**config.mk**
```make
export PLATFORM = sky130hd
export DESIGN_NAME = line_substring_filter_top
export DESIGN_NICKNAME = d
export VERILOG_FILES = /design/src/lsf_pkg.sv /design/src/lsf_cell.sv /design/src/line_substring_filter_top.sv
export SDC_FILE = /design/constraint.sdc
export NUM_CORES = 1
export LEC_CHECK = 0
export BUFFER_PORTS_ARGS = -buffer_cell sky130_fd_sc_hd__buf_2
export CAP_MARGIN = 20
export CORE_MARGIN = 8
export CORE_UTILIZATION = 50
export CTS_BUF_LIST = sky130_fd_sc_hd__clkbuf_8
export DETAILED_ROUTE_END_ITERATION = 8
export PLACE_DENSITY_LB_ADDON = 0.12
export SLEW_MARGIN = 5
export SYNTH_ARGS = -nofsm -noshare
export SYNTH_HDL_FRONTEND = slang
export SYNTH_SLANG_ARGS = --single-unit
```
**constraint.sdc**
```tcl
create_clock -name clk -period 3.6 [get_ports clk]
set_clock_uncertainty 0.2 [all_clocks]
set_input_delay 0.54 -clock clk [delete_from_list [all_inputs] [get_ports clk]]
set_output_delay 0.54 -clock clk [all_outputs]
set_load 0.005 [all_outputs]
```
**src/lsf_pkg.sv**
```systemverilog
// Shared types, constants and helpers for the line substring filter.
`default_nettype none
package lsf_pkg;

	localparam int KEY_MAX = 16;
	localparam int KEY_IDX_W = $clog2(KEY_MAX);
	localparam int LEN_W = 5;
	localparam int BYTE_W = 8;
	localparam int WORD_W = 64;
	localparam int CFG_IDX_W = 3;

	localparam logic [BYTE_W-1:0] ASCII_UPPER_A = 8'h41;
	localparam logic [BYTE_W-1:0] ASCII_UPPER_Z = 8'h5A;
	localparam logic [BYTE_W-1:0] CASE_OFFSET = 8'h20;

	// Indexes four and up name no register; writes to them are dropped.
	typedef enum logic [CFG_IDX_W-1:0] {
		CFG_KEY_FIRST  = 3'd0,
		CFG_KEY_LAST   = 3'd1,
		CFG_KEY_LENGTH = 3'd2,
		CFG_IGNORE_CASE = 3'd3
	} cfg_reg_t;

	// Control broadcast from the top level to every cell of the chain.
	typedef struct packed {
		logic advance;
		logic flush;
		logic fold;
	} lsf_ctrl_t;

	function automatic logic [BYTE_W-1:0] fold_byte(input logic [BYTE_W-1:0] b,
		input logic fold);
		logic [BYTE_W-1:0] r;
		r = b;
		if (fold && (b inside {[ASCII_UPPER_A:ASCII_UPPER_Z]})) begin
			r = b + CASE_OFFSET;
		end
		return r;
	endfunction

endpackage
`default_nettype wire

```
**src/lsf_cell.sv**
```systemverilog
// One cell of the shift-and prefix chain: tracks whether key bytes 0..i end here.
`default_nettype none
module lsf_cell
	import lsf_pkg::*;
(
	input  wire logic              clk,
	input  wire logic              arst_n,
	input  wire lsf_ctrl_t         ctrl,
	input  wire logic [BYTE_W-1:0] key_byte,
	input  wire logic [BYTE_W-1:0] text_byte,
	input  wire logic              enable,
	input  wire logic              prev_hit,
	output logic                   hit
);

	logic hit_q;
	logic match;

	assign match = (fold_byte(key_byte, ctrl.fold) == text_byte);

	always_ff @(posedge clk or negedge arst_n) begin
		if (!arst_n) begin
			hit_q <= 1'b0;
		end else if (ctrl.flush) begin
			hit_q <= 1'b0;
		end else if (ctrl.advance) begin
			hit_q <= prev_hit & enable & match;
		end
	end

	assign hit = hit_q;

endmodule
`default_nettype wire

```
**src/line_substring_filter_top.sv**
```systemverilog
// Top level of the line substring filter: config registers, cell chain and verdict register.
`default_nettype none
// Takes one text beat per clock, characters and line ends alike, with no bubbles.
// Each key byte owns one cell of a shift-and chain, so a character updates all
// prefix states together; the verdict for a line is registered and shows
// in the cycle after its line-end beat is taken. Text is only held off when a
// line-end beat arrives while an earlier verdict is still stalled. An empty key
// matches every line, and a key length above sixteen counts as sixteen.
module line_substring_filter_top
	import lsf_pkg::*;
(
	input  wire logic                 clk,
	input  wire logic                 arst_n,
	input  wire logic                 text_valid,
	output logic                      text_stall,
	input  wire logic [BYTE_W-1:0]    text_byte,
	input  wire logic                 line_end,
	output logic                      verdict_valid,
	input  wire logic                 verdict_stall,
	output logic                      line_matched,
	input  wire logic                 cfg_valid,
	output logic                      cfg_ready,
	input  wire logic [CFG_IDX_W-1:0] cfg_index,
	input  wire logic [WORD_W-1:0]    cfg_data
);

	logic [WORD_W-1:0] key_first_q;
	logic [WORD_W-1:0] key_last_q;
	logic [LEN_W-1:0]  key_length_q;
	logic              ignore_case_q;

	logic [LEN_W-1:0]      len_used;
	logic [KEY_IDX_W-1:0]  top_idx;
	logic [2*WORD_W-1:0]   key_all;
	logic [BYTE_W-1:0]     text_folded;
	logic [KEY_MAX-1:0]    hits;
	logic                  top_hit;
	logic                  found_q;
	logic                  accept;
	logic                  verdict_valid_q;
	logic                  line_matched_q;
	lsf_ctrl_t             ctrl;

	assign cfg_ready = 1'b1;

	always_ff @(posedge clk or negedge arst_n) begin
		if (!arst_n) begin
			key_first_q   <= '0;
			key_last_q    <= '0;
			key_length_q  <= '0;
			ignore_case_q <= 1'b0;
		end else if (cfg_valid) begin
			case (cfg_reg_t'(cfg_index))
				CFG_KEY_FIRST:   key_first_q   <= cfg_data;
				CFG_KEY_LAST:    key_last_q    <= cfg_data;
				CFG_KEY_LENGTH:  key_length_q  <= cfg_data[LEN_W-1:0];
				CFG_IGNORE_CASE: ignore_case_q <= cfg_data[0];
				default: ;
			endcase
		end
	end

	assign len_used = (key_length_q > LEN_W'(KEY_MAX)) ? LEN_W'(KEY_MAX) : key_length_q;
	assign top_idx = KEY_IDX_W'(len_used - LEN_W'(1));
	assign key_all = {key_last_q, key_first_q};
	assign text_folded = fold_byte(text_byte, ignore_case_q);

	// A line-end beat can only be refused while the previous verdict is still stalled.
	assign text_stall = verdict_valid_q & verdict_stall & line_end;
	assign accept = text_valid & ~text_stall;

	assign ctrl.advance = accept & ~line_end;
	assign ctrl.flush = accept & line_end;
	assign ctrl.fold = ignore_case_q;

	for (genvar i = 0; i < KEY_MAX; i++) begin : g_cell
		lsf_cell u_cell (
			.clk       (clk),
			.arst_n    (arst_n),
			.ctrl      (ctrl),
			.key_byte  (key_all[i*BYTE_W +: BYTE_W]),
			.text_byte (text_folded),
			.enable    (LEN_W'(i) < len_used),
			.prev_hit  ((i == 0) ? 1'b1 : hits[(i == 0) ? 0 : i-1]),
			.hit       (hits[i])
		);
	end

	// The top cell's state after each character is folded into the sticky
	// flag on the next character beat; the verdict also looks at the current top cell.
	assign top_hit = (len_used != '0) & hits[top_idx];

	always_ff @(posedge clk or negedge arst_n) begin
		if (!arst_n) begin
			found_q <= 1'b0;
		end else if (ctrl.flush) begin
			found_q <= 1'b0;
		end else if (ctrl.advance) begin
			found_q <= found_q | top_hit;
		end
	end

	always_ff @(posedge clk or negedge arst_n) begin
		if (!arst_n) begin
			verdict_valid_q <= 1'b0;
		end else if (ctrl.flush) begin
			verdict_valid_q <= 1'b1;
		end else if (!verdict_stall) begin
			verdict_valid_q <= 1'b0;
		end
	end

	always_ff @(posedge clk) begin
		if (ctrl.flush) begin
			line_matched_q <= (len_used == '0) | found_q | top_hit;
		end
	end

	assign verdict_valid = verdict_valid_q;
	assign line_matched = line_matched_q;

`ifndef SYNTH
	a_flush_clears_chain: assert property (@(posedge clk) disable iff (!arst_n)
		ctrl.flush |=> (hits == '0) && !found_q)
		else $error("prefix chain not cleared after line end");

	a_empty_key_matches: assert property (@(posedge clk) disable iff (!arst_n)
		(ctrl.flush && key_length_q == '0) |=> verdict_valid && line_matched)
		else $error("empty key did not match line");

	a_verdict_after_line_end: assert property (@(posedge clk) disable iff (!arst_n)
		ctrl.flush |=> verdict_valid)
		else $error("line end beat produced no verdict");
`endif

endmodule
`default_nettype wire
```
==> impl_metrics.csv, run 1 <==
group,metric,value,unit
outcome,status,"completed",
routing,drt_drc_violations_left,0,
cells_and_area,fin_nets,1092,
cts,post_cts_resized,0,
global_route,grt.overflow.total,0,
sta,max_slew_margin,32.0,%
synthesis,yosysTopAreaCell,"dfrtp_1",
power_and_ir_drop,power,5.45,mW
synthesis,syn_avg_cell_area,10.5,um^2
sta,finalCriticalPeriod,3000,ps
synthesis,ys_warn_count,0,
synthesis,synthCells,921,
job,max_cap_violations,0,
worst_setup_path,arrival,3030,ps
worst_setup_path,crit_chain,"nand2b_1 > ha_1 > xnor2_1 > mux4_2 > mux4_2 > a211o_1",
power_and_ir_drop,p_clk_share,22.4,%
synthesis,seq_area_frac_synth,39.5,%
worst_setup_path,end_kind,"flop",
power_and_ir_drop,pwr-share-seq,47.1,%
floorplan,die_area,0.0241,mm^2
global_route,grt_pass1_vias,7838,
cells_and_area,drive_gt1_share,29.5,%
sta,drv_slew,0,
routing,first_pass_iters,4,
floorplan,io_pins,85,
synthesis,synth_flop_cell,"dfrtp_1",
cells_and_area,syn_to_final_growth,11.4,%
routing,ant_nets,0,
floorplan,die_height,155,um
worst_setup_path,r2r_cells,6,
floorplan,die_x,155,um
cts,cts_htree_levels,4,
placement,postPlaceCellArea,0.0104,mm^2
worst_setup_path,worst-path-max-fanout,9,
synthesis,synth.area.top_cells,"dfrtp_1, mux2_2, xnor2_1",
placement,io_buffers,83,
worst_setup_path,critPathMaxStageDelay,520,ps
sta,final-hold-violation-count,0,
global_route,antenna_found_initial,0,
power_and_ir_drop,comb_power_share,30.6,%
global_route,grtUsageTotal,22.4,%
cts,cts_max_path_buffers,2,
cells_and_area,antenna_cells,0,
sta,tightest_slew,1010,ps
routing,vias,7632,
synthesis,synth-edff-count,1,
synthesis,netlist_area,0.00971,mm^2
synthesis,syn_nets,1020,
placement,gp_congestion,0.896,
cts,clk_latency,470,ps
routing,via_per_inst,6.00,
worst_setup_path,crit_path_top_delay_cell,"dfrtp_1",
power_and_ir_drop,peakVddDrop,0.298,mV
power_and_ir_drop,power-per-cell-area,504,mW/mm^2
floorplan,core-area,0.0193,mm^2
power_and_ir_drop,leakage,4.41,nW
routing,drtIter0Drc,509,
sta,fin_crit_sh,83.4,%
routing,wl_per_cell,20.4,um
cts,clkSlewWorstSetupHoldPaths,80,ps
floorplan,initial_core_util,50.4,%
sta,grt_setup_unrepaired,"no",
cells_and_area,fin_area,0.0108,mm^2
synthesis,async_flop_share,99.3,%
power_and_ir_drop,p_int,3.48,mW
power_and_ir_drop,switching_share,36.1,%
global_route,grt_pass1_wl,42.7,mm
sta,max_freq,333,MHz
cells_and_area,final_util,56.1,%
global_route,grt_max_degree,77,
cts,cts_root_buf,"clkbuf_8",
min_path,hp-class,"in2reg",
synthesis,synth_top_area_share,39.2,%
cts,cts_tree,"yes",
cts,cts_num_sinks,153,
worst_setup_path,cp-start-kind,"flop",
synthesis,yosys-top-cells-count,"dfrtp_1, mux2_2, xnor2_1, nand2_1, clkbuf_1",
synthesis,ys_types,68,
min_path,whs_path_depth,2,
placement,dpl.hpwl,18.6,mm
sta,finalSetupTns,0,ps
worst_setup_path,critical_path_class,"reg2reg",
synthesis,yosysMostFrequentCell,"dfrtp_1",
synthesis,ys_ff_latch,153,
power_and_ir_drop,p_switching,1.97,mW
worst_setup_path,worst-endpoint-required,3620,ps
floorplan,rows,51,
sta,setup_viol,0,
cts,numCtsBuffers,17,
routing,wl,25.9,mm
worst_setup_path,path_common_cell,"mux4_2",
-- placed cells by master (no fill, tap or decap), types with 9 or more instances in the layout --
| cell | Yosys | layout |
|---|---|---|
| xor2_1 | 32 | 32 |
| mux2i_1 | 19 | 19 |
| dfrtp_1 | 152 | 152 |
| nand2_1 | 50 | 50 |
| buf_2 | 8 | 82 |
| nor4_1 | 10 | 10 |
| o31ai_1 | 17 | 16 |
| ha_1 | 18 | 18 |
| nand3_1 | 27 | 27 |
| nor2_1 | 32 | 32 |
| xnor2_1 | 75 | 75 |
| or4_1 | 15 | 15 |
| a21o_1 | 13 | 13 |
| a22oi_1 | 9 | 9 |
| o21ai_0 | 18 | 18 |
| buf_4 | 4 | 27 |
| nand4_1 | 23 | 23 |
| inv_1 | 25 | 28 |
| clkbuf_8 | 0 | 18 |
| mux2_2 | 126 | 126 |
| o211ai_1 | 11 | 11 |
| a41oi_1 | 10 | 10 |
| nor3_1 | 19 | 19 |
| o41ai_1 | 12 | 12 |
| nand2b_1 | 15 | 15 |
| a21oi_1 | 24 | 24 |
-- critical path, delay by kind of cell (launching register included) --
family,cells,cell delay [ps]
AOI/OAI and AO/OA,1,280
DFF,1,520
xor gates and xnor gates,1,390
muxes,2,850
adders and majority gates,1,300
and+or+nand+nor,1,220
-- through the flow --
stage                     setup WS (ps)  hold slack [ps]  std cells
after detailed placement            508              283       1238
final                               596             88.8       1271
after global placement              574              280       1238
after floorplan                     801             44.4        921
after CTS                           594             68.7       1271
after global routing                471             79.8       1271
-- path summary, 6_finish.rpt --
kind | slack (ps) | start | end
setup / recovery | 600 | key_length_q[0] | line_matched
min in group asynchronous | 490 | arst_n | key_first_q[10]
setup reg to reg | 600 | key_length_q[0] | line_matched
max in group asynchronous | 1860 | arst_n | key_first_q[59]
hold reg to reg | 300 | verdict_valid | verdict_valid
hold / removal | 90 | verdict_stall | verdict_valid
-- power by group through the flow --
stage / registers, mW / clock network (mW) / logic, mW
global route: 2.64 / 1.33 / 1.86
CTS: 2.56 / 1.26 / 1.67
global placement: 2.59 / 0 / 1.63
finish: 2.57 / 1.22 / 1.67
floorplan: 2.38 / 0 / 1.36
detailed placement: 2.59 / 0 / 1.66
-- flip-flops by register name (all words and copies together), names as in the netlist --
signal / cells
key_first_q: 64
found_q: 1
key_last_q: 64
key_length_q: 5
ignore_case_q: 1
g_cell.u_cell.hit: 16
verdict_valid: 1
line_matched: 1
-- layout make-up --
type	instances	area, um^2
multi-input cells	683	5530
flip-flops and latches	153	3830
clock inverters	14	111
inverters	25	93.8
fillers	1747	8450
repair buffers	113	674
well taps	265	332
clock buffers	18	248
-- cells by family (layout without fill, tap and decap cells) --
family / count (synthesis) / in the layout / synth area share [%]
and+or+nand+nor: 221 / 221 / 12.1
buffers and inverters: 85 / 170 / 3.87
adders and majority gates: 18 / 18 / 2.32
DFF: 153 / 153 / 39.5
other: 1 / 1 / 0.0386
AOI/OAI and AO/OA: 186 / 186 / 14.8
muxes: 150 / 150 / 17.7
xor gates and xnor gates: 107 / 107 / 9.65
-- metal layers --
layer  share of wire [%]  track usage (%)  vias up
met3                 4.6             4.52       56
met1                  46             29.5     3770
met4                 2.8             8.87        0
li1                    -                -     3599
met2                  46             35.6      207
met5                   0                0        -
-- repair_timing --
item | in CTS | in global routing
hold endpoints to repair | 72 | 0
setup buffers | 0 | 0
hold buffers | 1 | 0
Power figures use the tool's default switching activity.
==> run 2: changes to the inputs <==
Clock period 3.6 ns to 3.01 ns, I/O delays scaled along.
==> run 2 against run 1 <==
  * Non-clock buffer count grew 21
  * Critical path depth is the same
  * Hold slack worse by 67 ps
  * Fmax grew 6.9%
  * Wire length fell by 0.73%
  * Sequential share of layout area down 0.79 points
  * Sequential cell count unchanged
  * Sequential power up 18%
  * Critical path type unchanged
==> impl_metrics.csv, run 2 (synthesis gave the netlist of run 1 again) <==
group,metric,value,unit
placement,gp_congestion,0.887,
worst_setup_path,cp-start-kind,"flop",
cts,cts_root_buf,"clkbuf_8",
routing,wl,25.7,mm
power_and_ir_drop,p_int,4.29,mW
power_and_ir_drop,p_clk_share,23.8,%
floorplan,die_height,155,um
sta,fin_crit_sh,93.3,%
power_and_ir_drop,leakage,4.53,nW
worst_setup_path,worst-path-max-fanout,7,
floorplan,rows,51,
sta,finalCriticalPeriod,2810,ps
floorplan,die_x,155,um
routing,drt_drc_violations_left,0,
power_and_ir_drop,power,6.67,mW
sta,drv_slew,0,
floorplan,die_area,0.0241,mm^2
global_route,grt_pass1_vias,7776,
global_route,grt_max_degree,73,
power_and_ir_drop,comb_power_share,30.7,%
power_and_ir_drop,switching_share,35.7,%
sta,tightest_slew,609,ps
routing,via_per_inst,5.95,
cts,cts_num_sinks,153,
routing,wl_per_cell,19.9,um
routing,drtIter0Drc,467,
sta,holdWs,22.0,ps
cts,numCtsBuffers,17,
placement,dpl.hpwl,18.8,mm
job,max_cap_violations,0,
cells_and_area,drive_gt1_share,30.3,%
sta,max_slew_margin,59.4,%
sta,max_freq,356,MHz
routing,first_pass_iters,5,
power_and_ir_drop,power-per-cell-area,603,mW/mm^2
power_and_ir_drop,p_switching,2.38,mW
min_path,hp-class,"in2reg",
cts,cts_tree,"yes",
power_and_ir_drop,pwr-share-seq,45.5,%
floorplan,io_pins,85,
cells_and_area,antenna_cells,0,
cells_and_area,fin_nets,1113,
worst_setup_path,end_kind,"flop",
worst_setup_path,critical_path_class,"reg2reg",
worst_setup_path,worst-endpoint-required,3030,ps
cts,cts_max_path_buffers,2,
cells_and_area,final_common_cell,"dfrtp_1",
sta,final-hold-violation-count,0,
routing,ant_nets,0,
cts,clkSlewWorstSetupHoldPaths,90,ps
cells_and_area,mostFrequentLayoutCells,"dfrtp_1, mux2_2, buf_2",
worst_setup_path,arrival,2830,ps
cells_and_area,layout.cells.non_filler,1292,
floorplan,initial_core_util,50.4,%
global_route,grt_pass1_wl,42.3,mm
cts,clk_latency,470,ps
power_and_ir_drop,peakVddDrop,0.377,mV
cts,post_cts_buffers,0,
sta,finalSetupTns,0,ps
global_route,grt.overflow.total,0,
placement,io_buffers,83,
cells_and_area,final_util,57.4,%
global_route,grtUsageTotal,22.1,%
sta,setup_viol,0,
cells_and_area,syn_to_final_growth,14.0,%
routing,vias,7686,
global_route,antenna_found_initial,0,
sta,grt_setup_unrepaired,"no",
cts,cts_htree_levels,4,
floorplan,core-area,0.0193,mm^2
outcome,status,"completed",
placement,dp_cells,1248,
-- run 2: cell types whose count changed in the layout (fill, tap and decap cells not counted), sizes merged --
cell / delta
buf: +10
inv: -1
clkinv: -1
clkbuf: +3
clkinvlp: -1
dlygate4sd3: +11
-- run 2: power groups by stage --
stage                     Sequential (mW)  Combinational (mW)  Clock [mW]
after floorplan                      2.84                1.63           0
after global placement               3.06                1.98           0
after detailed placement             3.08                2.02           0
after CTS                            3.04                2.05        1.62
after global routing                 3.13                2.28        1.71
final                                3.04                2.05        1.59
-- run 2: final timing paths --
check	start	endpoint	slack, ps	cells after the start
max	key_length_q[4]	line_matched	200	6
min	cfg_data[15]	key_first_q[15]	20	3
max reg2reg	key_length_q[4]	line_matched	200	6
min reg2reg	verdict_valid	verdict_valid	300	1
max in group asynchronous	arst_n	key_last_q[32]	1570	3
min in group asynchronous	arst_n	key_first_q[4]	260	2
-- run 2: per-layer routing --
metal | wire (um) | track usage [%] | part of all wire (%) | vias up
li1 | - | - | - | 3627
met1 | 11800 | 29.2 | 46 | 3822
met2 | 11900 | 35.6 | 46 | 204
met3 | 1530 | 4.91 | 5.9 | 33
met4 | 467 | 6.47 | 1.8 | 0
met5 | 0 | 0 | 0 | -
-- run 2: what timing repair did --
action,in CTS,in global routing
setup endpoints to repair,0,1
endpoints found under the hold margin,39,3
hold buffers,10,2
gates resized for setup,0,1
-- run 2: critical path, cell delays in order, from the launching register on --
cell	delay (ps)
dfrtp_1	430
nand2b_1	250
ha_1	300
xnor2_2	290
mux4_2	340
mux4_2	490
a211o_1	270
-- run 2: final cells by class --
cell class / count / area, um^2
Clock buffer: 21 / 289
Clock inverter: 11 / 113
Fill cell: 1707 / 8210
Inverter: 25 / 93.8
Multi-Input combinational cell: 683 / 5530
Sequential cell: 153 / 3830
Tap cell: 265 / 332
Timing Repair Buffer: 134 / 872
-- run 2: stage by stage --
| step | worst slack [ps] | instance area (um^2) |
|---|---|---|
| finish | 200 | 11100 |
| global placement | 176 | 10500 |
| floorplan | 211 | 9710 |
| CTS | 84.6 | 11000 |
| detailed placement | 86.0 | 10500 |
| global route | 73.7 | 11100 |
